File: config.mk
export PLATFORM = sky130hd
export DESIGN_NAME = tcw_fifo
export DESIGN_NICKNAME = d
export VERILOG_FILES = /design/src/sv/tcw_pkg.sv /design/src/sv/tcw_fifo.sv
export SDC_FILE = /design/constraint.sdc
export NUM_CORES = 1
export LEC_CHECK = 0
export ABC_CLOCK_PERIOD_IN_PS = 2450
export BUFFER_PORTS_ARGS = -buffer_cell sky130_fd_sc_hd__buf_2
export CORE_AREA = 5 5 145 147
export DETAILED_ROUTE_END_ITERATION = 16
export DIE_AREA = 0 0 150 152
export PLACE_DENSITY_LB_ADDON = 0.3
export SYNTH_ARGS = -nofsm -noshare
export SYNTH_HDL_FRONTEND = slang
export SYNTH_SLANG_ARGS = --single-unit
File: constraint.sdc
create_clock -name aclk -period 2.45 [get_ports aclk]
set_clock_uncertainty 0.05 [all_clocks]
set_input_delay 0.3675 -clock aclk [delete_from_list [all_inputs] [get_ports aclk]]
set_output_delay 0.3675 -clock aclk [all_outputs]
set_load 0.005 [all_outputs]
File: src/sv/tcw_pkg.sv
`timescale 1ns / 1ps
// tcw_pkg: shared constants, opcodes, state and command types for the
// text cell terminal writer. No dependencies.
package tcw_pkg;

    localparam int COLUMNS    = 80;
    localparam int ROWS_COUNT = 25;
    localparam int CELL_COUNT = COLUMNS * ROWS_COUNT;

    localparam int COL_W     = $clog2(COLUMNS + 1);
    localparam int COL_IDX_W = $clog2(COLUMNS);
    localparam int ROW_W     = (ROWS_COUNT > 2) ? $clog2(ROWS_COUNT) : 1;
    localparam int ADDR_W    = $clog2(CELL_COUNT);

    localparam int FIFO_DEPTH = 4;
    localparam int PTR_W      = $clog2(FIFO_DEPTH);

    localparam logic [7:0] DEFAULT_FG   = 8'h0F;
    localparam logic [7:0] DEFAULT_BG   = 8'h00;
    localparam logic [7:0] CH_BLANK     = 8'h20;
    localparam logic [7:0] CH_NEWLINE   = 8'd10;
    localparam logic [7:0] CH_RETURN    = 8'd13;
    localparam logic [7:0] CH_TAB       = 8'd9;
    localparam logic [7:0] CH_BACKSPACE = 8'd8;

    typedef enum logic [2:0] {
        OP_PUT_CHAR     = 3'd0,
        OP_MOVE_CURSOR  = 3'd1,
        OP_SET_COLOR    = 3'd2,
        OP_RESET_COLOR  = 3'd3,
        OP_CLEAR_TO_END = 3'd4,
        OP_CLEAR_LINE   = 3'd5,
        OP_CLEAR_SCREEN = 3'd6,
        OP_READ_CELL    = 3'd7
    } op_t;

    typedef enum logic [2:0] {
        ACT_NONE,
        ACT_WRITE,
        ACT_CHAR,
        ACT_FILL,
        ACT_FILL_ALL,
        ACT_READ
    } act_t;

    typedef enum logic [2:0] {
        ST_INIT,
        ST_IDLE,
        ST_FILL,
        ST_READ,
        ST_READ_WAIT,
        ST_DONE
    } state_t;

    typedef struct packed {
        logic                 do_scroll;
        logic [ROW_W-1:0]     scroll_row;
        act_t                 act;
        logic [ROW_W-1:0]     act_row;
        logic [COL_IDX_W-1:0] lo;
        logic [COL_IDX_W-1:0] hi;
        logic [7:0]           ch;
        logic [7:0]           fg;
        logic [7:0]           bg;
        logic [COL_W-1:0]     res_col;
        logic [ROW_W-1:0]     res_row;
    } cmd_t;

endpackage

File: src/sv/tcw_fifo.sv
`timescale 1ns / 1ps
// tcw_fifo: short command queue between the front and the back part.
// Depends on tcw_pkg.
module tcw_fifo import tcw_pkg::*; (
    input  logic aclk,
    input  logic aresetn,
    input  logic push,
    input  cmd_t push_cmd,
    input  logic pop,
    output cmd_t head,
    output logic empty,
    output logic full
);

    cmd_t             slots [FIFO_DEPTH];
    logic [PTR_W-1:0] wr_ptr_reg;
    logic [PTR_W-1:0] rd_ptr_reg;
    logic [PTR_W:0]   count_reg;

    assign empty = (count_reg == '0);
    assign full  = (int'(count_reg) == FIFO_DEPTH);
    assign head  = slots[rd_ptr_reg];

    always_ff @(posedge aclk) begin
        if (push) begin
            slots[wr_ptr_reg] <= push_cmd;
        end
    end

    always_ff @(posedge aclk) begin
        if (!aresetn) begin
            wr_ptr_reg <= '0;
            rd_ptr_reg <= '0;
            count_reg  <= '0;
        end else begin
            if (push) begin
                wr_ptr_reg <= wr_ptr_reg + PTR_W'(1);
            end
            if (pop) begin
                rd_ptr_reg <= rd_ptr_reg + PTR_W'(1);
            end
            case ({push, pop})
                2'b10:   count_reg <= count_reg + (PTR_W + 1)'(1);
                2'b01:   count_reg <= count_reg - (PTR_W + 1)'(1);
                default: count_reg <= count_reg;
            endcase
        end
    end

endmodule

# After elaboration in Yosys (flattened, before gate mapping)
# Memory sizes are Yosys's and may differ from the RTL's. A register that Yosys moved wholly into a read port is not among the register bits.
# Index checks and enable logic that the tools add are counted.
[word_totals]
register_bits = 7
mem_count = 1
inputBits = 68
out_inout_bits = 66
mem_bits_rw = 256
[memory_table]
columns = ["memory", "words", "word_bits", "rd", "rd_ports_with_merged_regs", "wr", "line_no", "text"]
rows = [
  ["slots", 4, 64, 1, 1, 1, "tcw_fifo.sv:15", "cmd_t slots [FIFO_DEPTH];"],
]
[op_classes]
n_reduce_logical = 2
eq_ne = 3
addsub = 4
muxes = 5
[op_table]
columns = ["op", "count"]
rows = [
  ["3-bit case mux with 2 select lines", 1],
  ["2-bit by 1-bit adder with 2-bit output, second input constant", 2],
  ["2-bit 2-to-1 mux", 2],
  ["3-bit by 1-bit adder with 3-bit output, second input constant", 1],
  ["3-bit == test, second input constant", 1],
  ["3-bit zero test", 1],
  ["3-bit by 1-bit subtractor with 3-bit output, second input constant", 1],
  ["2-bit by 1-bit == test with 1-bit output, second input constant", 1],
  ["2-bit == test, second input constant", 1],
  ["1-bit 2-to-1 mux", 2],
  ["2-bit nonzero test", 1],
]

# Longest topological paths before layout
[logic_depth]
word_depth = 3
mapped_depth = 7
depth_no_buf = 7

# Worst setup path after synthesis
# No wires, ideal clock.
[synth_timing]
path_type = "register to register"
start = "reg wr_ptr_reg[0]"
end = "mem slots[2][0] (netlist name), enable pin"
n_path_buf = 0
arrival_time_ns = 2.046
period_less_slack_ns = 2.525
path_slack_ns = -0.075
setup_ns = 0.429
path_stages_with_launch = 4
cell_sequence = "dfxtp_1 > inv_1 > ha_1 > and2_1"
[synth_lines]
columns = ["element", "line_no", "text"]
rows = [
  ["from (decl)", "tcw_fifo.sv:16", "logic [PTR_W-1:0] wr_ptr_reg;"],
  ["from (signal assigned)", "tcw_fifo.sv:37", "wr_ptr_reg <= wr_ptr_reg + PTR_W'(1);"],
  ["to (decl)", "tcw_fifo.sv:15", ""],
]
# No word-level cell before the write port.

==> impl_results.rst <==
.. list-table::
   :header-rows: 1

   * - Metric
     - Value
   * - TritonCTS Buffers
     - 26
   * - Most common cell after layout, fill and taps aside
     - sky130_fd_sc_hd__edfxtp_1
   * - Latest clock arrival within the worst-skew pair
     - 510 ps
   * - Initial cell density of the core
     - 49.3%
   * - Worst Tran Pin Value
     - 381 ps
   * - Largest area contributor in the netlist
     - sky130_fd_sc_hd__edfxtp_1
   * - Share of power burned in combinational logic
     - 9.4%
   * - Length in cells of the worst reg-to-reg path
     - 5
   * - Count of different cell masters after synthesis
     - 22
   * - Number of global-route vias before repair
     - 4900
   * - Maximum number of pins on one net before global-route repair
     - 40
   * - Reg clk slew, reported paths
     - 60 ps
   * - Tcrit/Tclk final
     - 94.3%
   * - Area inside the core boundary
     - 19800 um2
   * - Number of placement rows
     - 52
   * - Layout cell share with drive strength beyond 1
     - 42.4%
   * - 1st-pass router iterations
     - 4
   * - Post-Synthesis Cell Area
     - 9760 um2
   * - Cells taking the most area after synthesis
     - sky130_fd_sc_hd__edfxtp_1, sky130_fd_sc_hd__mux4_2, sky130_fd_sc_hd__dfxtp_1, sky130_fd_sc_hd__buf_12, sky130_fd_sc_hd__mux4_1
   * - Synth Instances
     - 380
   * - Critical path class
     - flip-flop to output pin
   * - Total non-filler cell area in the finished layout
     - 12000 um2
   * - Worst Path Required
     - 2030 ps
   * - Most frequent cells in the layout
     - sky130_fd_sc_hd__edfxtp_1, sky130_fd_sc_hd__buf_2, sky130_fd_sc_hd__mux4_2
   * - Headroom to the max-slew limit
     - 74.6%
   * - Most common flop cell mapped by yosys
     - sky130_fd_sc_hd__edfxtp_1
   * - Total grt overflow
     - 0
   * - Internal reg-to-reg setup slack
     - 740 ps
   * - Min-Delay Path Class
     - input port to flip-flop
   * - Count of pins on the block boundary
     - 134
   * - Placement-stage cell area
     - 10800 um2
   * - Ys Warns
     - 0
   * - Run status
     - finished, final reports clean
   * - Antenna violations before repair
     - 0
   * - Synth-to-layout area growth
     - 22.5%
   * - Final weighted congestion in routability-driven placement
     - 0.728
   * - Pwr Total
     - 10.1 mW
   * - End point of the critical path
     - head[44]
   * - Avg WL per Cell
     - 20.3 um
   * - Setup repair after global routing missed its margin
     - false
   * - Vias after detailed routing
     - 4496
   * - Max FFs per register
     - 256
   * - Max Clock Freq
     - 433 MHz
   * - Fraction of power consumed by the clock network
     - 38.3%
   * - Clock H-tree levels
     - 1
   * - Worst-case vdd ir drop
     - 0.000626 V
   * - Final min period
     - 2310 ps
   * - Net switching power figure
     - 2.03 mW
   * - Port Buffers
     - 133
   * - Number of remaining DRC errors
     - 0
   * - Net Count, Synth
     - 454
   * - Pre-CTS worst setup slack
     - 402 ps
   * - First-pass GRT wire length
     - 27.6 mm
   * - Post-synthesis area per instance
     - 25.7 um2
   * - Sequential element share of the synthesized area
     - 80.6%
   * - Final hold violation count
     - 0
   * - Max-cap violations
     - 0
   * - Leak
     - 4.08 nW
   * - Total internal power
     - 8.03 mW
   * - Vias per Instance
     - 5.23
   * - DP HPWL
     - 11.0 mm
   * - Area of the die
     - 22800 um2
   * - Die outline width
     - 150 um
   * - Power per unit of standard cell area
     - 841 nW/um2
   * - R2r endpoint
     - count_reg[2]
   * - Kind of end point of the critical path
     - output pin
   * - Worst setup SP type
     - flip-flop
   * - Slowest cell delay on critical path
     - 520 ps
   * - Worst setup margin
     - 140 ps
   * - Seq cells post-synth
     - 265
   * - Count of clock tree sinks
     - 265
   * - Total length of routed wires
     - 17.4 mm
   * - Fin. max-slew vios
     - 0
   * - Die boundary height
     - 152 um
   * - Fraction of power consumed by sequential logic
     - 52.4%
   * - CP max-delay cell
     - sky130_fd_sc_hd__mux4_2
   * - CTS tree
     - done
   * - Sum of negative setup slack
     - 0 ps
   * - End-of-flow core utilization
     - 60.5%
   * - Post-layout nets
     - 644
   * - Reg2reg start
     - count_reg[0]
   * - Crit path arrival time
     - 1890 ps
   * - Number of nets with antenna violations after routing
     - 0
   * - Post-synth EDFFs
     - 256
   * - Setup violators final
     - 0
   * - Share of total power consumed by net switching
     - 20.2%
   * - Gates resized, CTS repair
     - 0
   * - Ordered list of cells on the worst path
     - buf_4 -> mux4_2 -> buf_2
   * - Total track usage
     - 15.7%
   * - DRC marker count from the first detailed-route iteration
     - 315
   * - Clock buffer depth
     - 3
   * - Portion of synthesized cell area occupied by the leading cell type
     - 78.8%
   * - Number of antenna repair diodes
     - 0
   * - Async set or reset register ratio after synthesis
     - 0%
   * - CP max FO
     - 9
   * - Clock root cell
     - sky130_fd_sc_hd__clkbuf_16
cell usage after synthesis (all sizes together), types with 2 or more instances:
cell type    n
dfxtp        9
mux4        64
xnor2        2
edfxtp     256
ha           5
and2        10
nand2        2
o21ai        2
buf         13
xor2         3
inv          6
critical path, delay by kind of cell (launching register included):
family,cells,cell delay [ps]
buf+inv,2,400
flops,1,450
mux,1,520
power groups by stage:
stage	clock network, mW	logic [mW]	registers [mW]
2_1_floorplan	0	0.538	5.33
4_1_cts	3.96	0.971	5.27
3_5_place_dp	0	0.916	5.38
3_3_place_gp	0	0.895	5.36
6_report	3.85	0.942	5.27
5_1_grt	4.18	1.03	5.28
cells by family after synthesis:
| group | Yosys count | share of synthesized area [%] |
|---|---|---|
| xor gates and xnor gates | 5 | 0.449 |
| and+or+nand+nor | 16 | 0.962 |
| buffers and inverters | 20 | 1.94 |
| adders and majority gates | 6 | 0.846 |
| DFF | 265 | 80.6 |
| muxes | 65 | 15.0 |
| AOI/OAI and AO/OA | 3 | 0.179 |
layer usage:
layer  vias to the layer above  wire (um)  track usage (%)
li1                       2002          -                -
met3                        21        972             3.54
met5                         -          0                0
met2                       125       9040             26.8
met1                      2348       7170             20.9
met4                         0        241             3.40
repair_timing:
action,CTS,global route
setup endpoints to repair,50,0
buffers inserted,1,0
hold buffers,25,2
endpoints found under the hold margin,83,5
worst min path at each step:
stage / to / depth (start not counted) / start
after global routing: slots[0][32] / 1 / push_cmd[32]
after detailed placement: count_reg[2] / 2 / count_reg[2]
after floorplan: slots[0][0] / 0 / push_cmd[0]
after CTS: slots[0][18] / 1 / push_cmd[18]
after global placement: count_reg[2] / 2 / count_reg[2]
final: slots[1][32] / 1 / push_cmd[32]
stage by stage:
step | hold WS (ps) | cells
4_1_cts | 0.222 | 858
3_3_place_gp | 432 | 784
3_5_place_dp | 493 | 784
6_report | 23.8 | 860
5_1_grt | 2.81 | 860
2_1_floorplan | 416 | 380
area by class of cell:
cell class / instances / area [um2]
well taps: 270 / 338
flip-flops and latches: 265 / 7880
clock inverters: 12 / 133
clock buffers: 36 / 709
inverters: 6 / 22.5
multi-input cells: 95 / 1710
repair buffers: 176 / 1170
fillers: 1435 / 7820
(Power assumes the default switching activity.)
