--- config.mk ---
export PLATFORM = sky130hd
export DESIGN_NAME = tcw_front
export DESIGN_NICKNAME = d
export VERILOG_FILES = /design/src/sv/tcw_pkg.sv /design/src/sv/tcw_front.sv
export SDC_FILE = /design/constraint.sdc
export NUM_CORES = 1
export LEC_CHECK = 0
export BUFFER_PORTS_ARGS = -buffer_cell sky130_fd_sc_hd__buf_4
export CORE_MARGIN = 2
export CORE_UTILIZATION = 35
export DETAILED_ROUTE_END_ITERATION = 10
export SLEW_MARGIN = 0
export SYNTH_ARGS = -nofsm -noshare
export SYNTH_HDL_FRONTEND = slang
export SYNTH_SLANG_ARGS = --single-unit
export TNS_END_PERCENT = 30
--- constraint.sdc ---
create_clock -name aclk -period 7.15 [get_ports aclk]
set_input_delay 1.43 -clock aclk [delete_from_list [all_inputs] [get_ports aclk]]
set_output_delay 1.43 -clock aclk [all_outputs]
set_load 0.005 [all_outputs]
--- src/sv/tcw_pkg.sv ---
`timescale 1ns / 1ps
// tcw_pkg: shared constants, opcodes, state and command types for the
// text cell terminal writer. No dependencies.
package tcw_pkg;

    localparam int COLUMNS    = 80;
    localparam int ROWS_COUNT = 25;
    localparam int CELL_COUNT = COLUMNS * ROWS_COUNT;

    localparam int COL_W     = $clog2(COLUMNS + 1);
    localparam int COL_IDX_W = $clog2(COLUMNS);
    localparam int ROW_W     = (ROWS_COUNT > 2) ? $clog2(ROWS_COUNT) : 1;
    localparam int ADDR_W    = $clog2(CELL_COUNT);

    localparam int FIFO_DEPTH = 4;
    localparam int PTR_W      = $clog2(FIFO_DEPTH);

    localparam logic [7:0] DEFAULT_FG   = 8'h0F;
    localparam logic [7:0] DEFAULT_BG   = 8'h00;
    localparam logic [7:0] CH_BLANK     = 8'h20;
    localparam logic [7:0] CH_NEWLINE   = 8'd10;
    localparam logic [7:0] CH_RETURN    = 8'd13;
    localparam logic [7:0] CH_TAB       = 8'd9;
    localparam logic [7:0] CH_BACKSPACE = 8'd8;

    typedef enum logic [2:0] {
        OP_PUT_CHAR     = 3'd0,
        OP_MOVE_CURSOR  = 3'd1,
        OP_SET_COLOR    = 3'd2,
        OP_RESET_COLOR  = 3'd3,
        OP_CLEAR_TO_END = 3'd4,
        OP_CLEAR_LINE   = 3'd5,
        OP_CLEAR_SCREEN = 3'd6,
        OP_READ_CELL    = 3'd7
    } op_t;

    typedef enum logic [2:0] {
        ACT_NONE,
        ACT_WRITE,
        ACT_CHAR,
        ACT_FILL,
        ACT_FILL_ALL,
        ACT_READ
    } act_t;

    typedef enum logic [2:0] {
        ST_INIT,
        ST_IDLE,
        ST_FILL,
        ST_READ,
        ST_READ_WAIT,
        ST_DONE
    } state_t;

    typedef struct packed {
        logic                 do_scroll;
        logic [ROW_W-1:0]     scroll_row;
        act_t                 act;
        logic [ROW_W-1:0]     act_row;
        logic [COL_IDX_W-1:0] lo;
        logic [COL_IDX_W-1:0] hi;
        logic [7:0]           ch;
        logic [7:0]           fg;
        logic [7:0]           bg;
        logic [COL_W-1:0]     res_col;
        logic [ROW_W-1:0]     res_row;
    } cmd_t;

endpackage

--- src/sv/tcw_front.sv ---
`timescale 1ns / 1ps
// tcw_front: accepts words, tracks cursor, colors and the scroll base row,
// and turns each word into a grid command. Depends on tcw_pkg.
module tcw_front import tcw_pkg::*; (
    input  logic                 aclk,
    input  logic                 aresetn,
    input  logic                 s_valid,
    output logic                 s_ready,
    input  logic [2:0]           s_opcode,
    input  logic [7:0]           s_char_code,
    input  logic [7:0]           s_target_col,
    input  logic [7:0]           s_target_row,
    input  logic [7:0]           s_new_fg,
    input  logic [7:0]           s_new_bg,
    input  logic                 init_done,
    input  logic                 fifo_full,
    output logic                 push,
    output cmd_t                 push_cmd
);

    localparam logic [ROW_W-1:0]     ROW_LAST = ROW_W'(ROWS_COUNT - 1);
    localparam logic [COL_IDX_W-1:0] COL_LAST = COL_IDX_W'(COLUMNS - 1);

    logic [COL_W-1:0] col_reg, col_next;
    logic [ROW_W-1:0] row_reg, row_next;
    logic [ROW_W-1:0] base_reg, base_next;
    logic [7:0]       fg_reg, fg_next;
    logic [7:0]       bg_reg, bg_next;

    logic                 nl;
    logic [COL_W:0]       tab_sum;
    logic [COL_W:0]       tab_next;
    logic [COL_IDX_W-1:0] tcol_cl;
    logic [ROW_W-1:0]     trow_cl;
    logic [ROW_W-1:0]     lrow;
    logic [ROW_W:0]       psum;
    cmd_t                 cmd;

    assign s_ready  = init_done && !fifo_full;
    assign push     = s_valid && s_ready;
    assign push_cmd = cmd;

    assign tab_sum  = {1'b0, col_reg} + (COL_W + 1)'(4);
    assign tab_next = {tab_sum[COL_W:2], 2'b00};
    assign tcol_cl  = (int'(s_target_col) >= COLUMNS) ? COL_LAST : COL_IDX_W'(s_target_col);
    assign trow_cl  = (int'(s_target_row) >= ROWS_COUNT) ? ROW_LAST : ROW_W'(s_target_row);

    always_comb begin
        col_next  = col_reg;
        row_next  = row_reg;
        base_next = base_reg;
        fg_next   = fg_reg;
        bg_next   = bg_reg;
        nl        = 1'b0;
        cmd            = '0;
        cmd.act        = ACT_NONE;
        cmd.scroll_row = base_reg;
        cmd.lo         = '0;
        cmd.hi         = COL_LAST;
        cmd.ch         = CH_BLANK;
        cmd.fg         = fg_reg;
        cmd.bg         = bg_reg;
        case (op_t'(s_opcode))
            OP_PUT_CHAR: begin
                if (s_char_code == CH_NEWLINE) begin
                    nl       = 1'b1;
                    col_next = '0;
                end else if (s_char_code == CH_RETURN) begin
                    col_next = '0;
                end else if (s_char_code == CH_TAB) begin
                    if (int'(tab_next) >= COLUMNS) begin
                        nl       = 1'b1;
                        col_next = '0;
                    end else begin
                        col_next = COL_W'(tab_next);
                    end
                end else if (s_char_code == CH_BACKSPACE) begin
                    if (col_reg != '0) begin
                        col_next = col_reg - COL_W'(1);
                    end
                    cmd.act = ACT_CHAR;
                    cmd.lo  = COL_IDX_W'(col_next);
                    cmd.hi  = COL_IDX_W'(col_next);
                end else begin
                    cmd.act = ACT_WRITE;
                    cmd.ch  = s_char_code;
                    if (int'(col_reg) >= COLUMNS) begin
                        nl       = 1'b1;
                        cmd.lo   = '0;
                        cmd.hi   = '0;
                        col_next = COL_W'(1);
                    end else begin
                        cmd.lo   = COL_IDX_W'(col_reg);
                        cmd.hi   = COL_IDX_W'(col_reg);
                        col_next = col_reg + COL_W'(1);
                    end
                end
            end
            OP_MOVE_CURSOR: begin
                col_next = COL_W'(tcol_cl);
                row_next = trow_cl;
            end
            OP_SET_COLOR: begin
                fg_next = s_new_fg;
                bg_next = s_new_bg;
            end
            OP_RESET_COLOR: begin
                fg_next = DEFAULT_FG;
                bg_next = DEFAULT_BG;
            end
            OP_CLEAR_TO_END: begin
                if (int'(col_reg) < COLUMNS) begin
                    cmd.act = ACT_FILL;
                    cmd.lo  = COL_IDX_W'(col_reg);
                end
            end
            OP_CLEAR_LINE: begin
                cmd.act  = ACT_FILL;
                col_next = '0;
            end
            OP_CLEAR_SCREEN: begin
                cmd.act  = ACT_FILL_ALL;
                col_next = '0;
                row_next = '0;
            end
            OP_READ_CELL: begin
                cmd.act = ACT_READ;
                cmd.lo  = tcol_cl;
                cmd.hi  = tcol_cl;
            end
            default: begin
                cmd.act = ACT_NONE;
            end
        endcase
        if (nl) begin
            if (row_reg == ROW_LAST) begin
                cmd.do_scroll = 1'b1;
                base_next     = (base_reg == ROW_LAST) ? '0 : base_reg + ROW_W'(1);
            end else begin
                row_next = row_reg + ROW_W'(1);
            end
        end
        lrow = (op_t'(s_opcode) == OP_READ_CELL) ? trow_cl : row_next;
        psum = {1'b0, base_next} + {1'b0, lrow};
        if (int'(psum) >= ROWS_COUNT) begin
            psum = psum - (ROW_W + 1)'(ROWS_COUNT);
        end
        cmd.act_row = ROW_W'(psum);
        cmd.res_col = col_next;
        cmd.res_row = row_next;
    end

    always_ff @(posedge aclk) begin
        if (!aresetn) begin
            col_reg  <= '0;
            row_reg  <= '0;
            base_reg <= '0;
            fg_reg   <= DEFAULT_FG;
            bg_reg   <= DEFAULT_BG;
        end else if (push) begin
            col_reg  <= col_next;
            row_reg  <= row_next;
            base_reg <= base_next;
            fg_reg   <= fg_next;
            bg_reg   <= bg_next;
        end
    end

endmodule

After elaboration in Yosys (flattened, before gate mapping) --
Index checks and enable logic that the tools add are counted.
Storage, ports and cells: flip-flop bits (word level) 33, output and inout port bits 66, logic and storage cells 84
Cells by class: $add $sub $neg 7, order comparisons 6, eq/ne operators 13, mux-type cells 45, reduce and logical (&&, ||, !) cells 8
Operators by type and width (number):
- two-way mux 22 bit | 3
- two-way mux 7 bit | 9
- one-hot mux 7 bit (3 select lines) | 2
- two-way mux 5 bit | 8
- == test 8 x 4 -> 1 bit, second input constant | 4
- one-hot mux 8 bit (2 select lines) | 2
- two-way mux 14 bit | 2
- greater-or-equal comparator 8 x 7 -> 1 bit, second input constant | 2
- two-way mux 8 bit | 2
- one-hot mux 3 bit (5 select lines) | 1
- one-hot mux 7 bit (2 select lines) | 1
- == test 3 bit, second input constant | 4
- adder 5 x 1 -> 5 bit, second input constant | 2
- == test 5 bit, second input constant | 2
- two-way mux 2 bit | 5
- one-hot mux 5 bit (2 select lines) | 1
- two-way mux 1 bit | 9
- adder 7 x 3 -> 8 bit, second input constant | 1
- greater-or-equal comparator 8 x 5 -> 1 bit, second input constant | 1
- adder 7 x 1 -> 7 bit, second input constant | 1
- greater-or-equal comparator 7 bit, second input constant | 1
- less-than comparator 7 bit, second input constant | 1
- nonzero test 7 bit | 1
- subtractor 7 x 1 -> 7 bit, second input constant | 1
- 11 further kinds | 13

Depth between registers and ports, before layout --
word-level depth 12, mapped depth 18, gate-level depth less buffers 16

Least setup slack after synthesis --
No wires, ideal clock.
path type in2out, start point input port s_char_code[1], end point output port push_cmd[53] (netlist name), arrival 4.783 ns, data required time 5.720 ns, path slack 0.937 ns, stages 14, buffers on the path 1, path through or4_4 or2_4 a211o_4 a211o_1 buf_6 o211ai_1 ha_1 inv_1 fa_1 ha_1 nand2_1 or2_2 a21o_1 a31oi_1
RTL lines:
- from (decl) | RTL line tcw_front.sv:10 | input logic [7:0] s_char_code,
- to (decl) | RTL line tcw_front.sv:18 | output cmd_t push_cmd

==> flow_metrics.py <==
metrics = {
    "sta": {
        "worstMarginPinSlew_ps": 1020,
        "hold_ws_ps": 456,
        "rsz0062_at_grt": "false",
        "finalWorstSetupSlack_ps": 450,
        "hold_viol_final": 0,
        "min_period_ps": 6700,
        "setup_viol": 0,
        "maxSlewHeadroom_pct": 31.8,
        "fin_tns_setup_ps": 0,
        "drv_slew": 0,
        "timing.fmax_ghz": 0.149,
        "finalClockSkew_ps": 5.11,
        "fin_crit_sh_pct": 93.7,
    },
    "logic_synthesis": {
        "yosysSeqAreaShare_pct": 19.4,
        "syn_area_um2": 3400,
        "async_flop_share_pct": 0,
        "synth_warnings": 0,
        "synth-simple-area-share_pct": 28.4,
        "synth_edf_count": 0,
        "synth_xor_area_share_pct": 3.09,
        "synth_mux_area_share_pct": 2.21,
        "synth_top_family_by_area": "compound AO/OA/AOI/OAI gates",
        "avgSynthCellArea_um2": 6.99,
        "ys.flop_type": "dfxtp_1",
        "synth_compound_area_share_pct": 33.7,
        "synthDistinctLibCells": 73,
        "synth_cells": 486,
        "synth_nets": 551,
        "synth_seq_cells": 33,
        "synthAdderAreaFrac_pct": 6.48,
    },
    "pwr": {
        "power_mw": 0.490,
        "power.density_nw_per_um2": 111,
        "ir_drop_mv": 0.125,
        "cellLeakagePower_nw": 1.88,
    },
    "finish": {
        "diodes": 0,
        "drive_above_1_share_pct": 24.7,
        "instances_no_fill": 708,
        "area_growth_syn_to_layout_pct": 30.3,
        "nNetsFinal": 643,
    },
    "grt": {
        "grt.total_usage_pct": 21.0,
        "grt_max_degree": 33,
        "grt_pass1_vias": 3592,
        "grt_first_pass_wirelength_um": 17800,
        "antenna_found_initial": 0,
        "grt-ovfl-total": 0,
    },
    "placed_design": {
        "gp_congestion": 0.914,
        "portBuffers": 113,
        "place_ws_ps": 434,
        "dp_cells": 700,
        "dp_hpwl_um": 8690,
    },
    "cts": {
        "root_buffer": "clkbuf_8",
        "cts_resized": 0,
        "clk_latency_ps": 280,
        "cts_tree": "built",
        "cts_hold_buf": 0,
        "htree_num_levels": 2,
        "postCtsSetupBuffers": 0,
        "path_clk_slew_ps": 60,
        "clock_path_buffers": 2,
        "clock_sinks": 33,
        "cts_inserted_buffers": 5,
    },
    "routing": {
        "ant_nets": 0,
        "vias": 3965,
        "wl_per_cell_um": 15.9,
        "drc": 0,
        "dr.pass1.iters": 4,
        "drt_iter0_drc": 227,
        "drt_wl_total_um": 11300,
        "viasPerCell": 5.60,
    },
    "floorplanning": {
        "dieArea_um2": 10500,
        "num_rows": 35,
        "top_level_ports": 114,
        "core-area_um2": 9330,
        "die_h_um": 103,
        "die_w_um": 103,
        "initial_core_util_pct": 36.4,
    },
    "status": {
        "outcome": "finished clean",
    },
    "critical_path": {
        "slowest_stage": "or4_4",
        "cp-end-kind": "primary output",
        "crit_chain": "buf_4, or4_4, or2_4, a211o_4, a211o_1, o211ai_1, ha_1, inv_1, fa_1, ha_1, nand2_1, or2_2, a21o_1, mux2i_1, buf_4",
        "critPathLaunchType": "primary input",
        "criticalPathCategory": "in -> out",
        "worstPathArrival_ps": 5270,
        "cp_max_fo": 10,
        "cp_slowest_stage_delay_ps": 550,
        "crit_required_ps": 5720,
    },
    "flow_run": {
        "cap_violations": 0,
    },
    "min_path": {
        "hp-class": "reg -> reg",
    },
}
[critical path, delay by kind of cell]
family / cells / cell delay [ps]
buf+inv: 3 / 310
compound gates: 4 / 1220
fa+ha+maj: 3 / 940
mux: 1 / 170
simple gates: 4 / 1180
[final timing paths]
path / slack [ps] / cells after the start / startpoint / to
setup / recovery: 450 / 15 / s_char_code[1] / push_cmd[51]
hold / removal: 460 / 2 / bg_reg[0]$_SDFFE_PN0P_ / bg_reg[0]$_SDFFE_PN0P_
setup reg to reg: 4280 / 7 / col_reg[2]$_SDFFE_PN0P_ / row_reg[4]$_SDFFE_PN0P_
hold reg to reg: 460 / 2 / bg_reg[0]$_SDFFE_PN0P_ / bg_reg[0]$_SDFFE_PN0P_
[per-layer routing]
layer  share of wire, %  global-route usage [%]
met5                  0                       0
met3                7.2                    3.32
met4                1.0                    3.59
met2                 43                    32.8
met1                 48                    30.8
[where the power goes]
part	internal, mW	switching [mW]
combinational	0.0550	0.0633
sequential	0.186	0.00589
clock	0.114	0.0656
total	0.355	0.135
[through the flow]
step / utilization (%) / area, µm²
6_report: 47.5 / 4430
5_1_grt: 47.5 / 4430
4_1_cts: 47.5 / 4430
3_5_place_dp: 46.2 / 4310
3_3_place_gp: 46.2 / 4310
2_1_floorplan: - / 3400
[cells in the mapped netlist (3+ instances only)]
library cell	instances	area (µm²)
nand2_1	55	206
nand2b_1	5	31.3
a22oi_1	6	45.0
nand4_1	5	31.3
nand3b_1	13	97.6
nor2_1	49	184
o21ai_0	30	150
a22o_1	3	26.3
nand3_1	15	75.1
mux2i_1	6	60.1
or3_1	8	50.1
xor2_1	5	43.8
clkbuf_1	27	101
a31o_2	3	26.3
o21a_1	5	37.5
o22ai_1	4	25.0
a211oi_1	5	37.5
o221ai_1	7	61.3
and3_1	5	31.3
o211ai_1	4	30.0
a21o_1	5	37.5
and2_1	6	37.5
dfxtp_1	33	661
ha_1	16	200
a21boi_0	4	30.0
a32oi_1	3	26.3
a21oi_1	44	220
o21bai_1	3	22.5
nor3_1	13	65.1
nor2b_1	6	37.5
a31oi_1	11	68.8
xnor2_1	7	61.3
buf_1	3	11.3
inv_1	25	93.8
[logic make-up after synthesis]
group                    Yosys count
AND/OR/NAND/NOR                  194
AO/OA/AOI/OAI                    165
buffers and inverters             58
flip-flops                        33
adder cells (fa/ha/maj)           17
XOR/XNOR                          12
multiplexers                       7
[placed cells by master (no fill, tap or decap), types with 3 or more instances in the layout]
cell type,count
inv_1,25
a32oi_1,3
nand2_1,55
and2_1,6
dfxtp_1,33
nor3_1,13
a31o_2,3
or3_1,8
a21o_1,5
and3_1,5
nand3_1,15
xor2_1,5
buf_4,118
nor2_1,49
ha_1,16
o22ai_1,4
xnor2_1,7
a22o_1,3
nand4_1,5
a211oi_1,5
o21a_1,5
o211ai_1,4
o21ai_0,30
a22oi_1,6
nor2b_1,6
nand3b_1,13
a31oi_1,11
o21bai_1,3
o221ai_1,7
a21boi_0,4
nand2b_1,5
a21oi_1,44
clkbuf_8,6
mux2i_1,6
[cell type report]
type	instances	area (µm²)
timing repair buffer	118	886
tap	129	161
fill	949	4900
inverter	25	93.8
sequential	33	661
clock buffer	7	86.3
clock inverter	1	30.0
multi-input combinational	395	2510
Power figures use the tool's default switching activity.
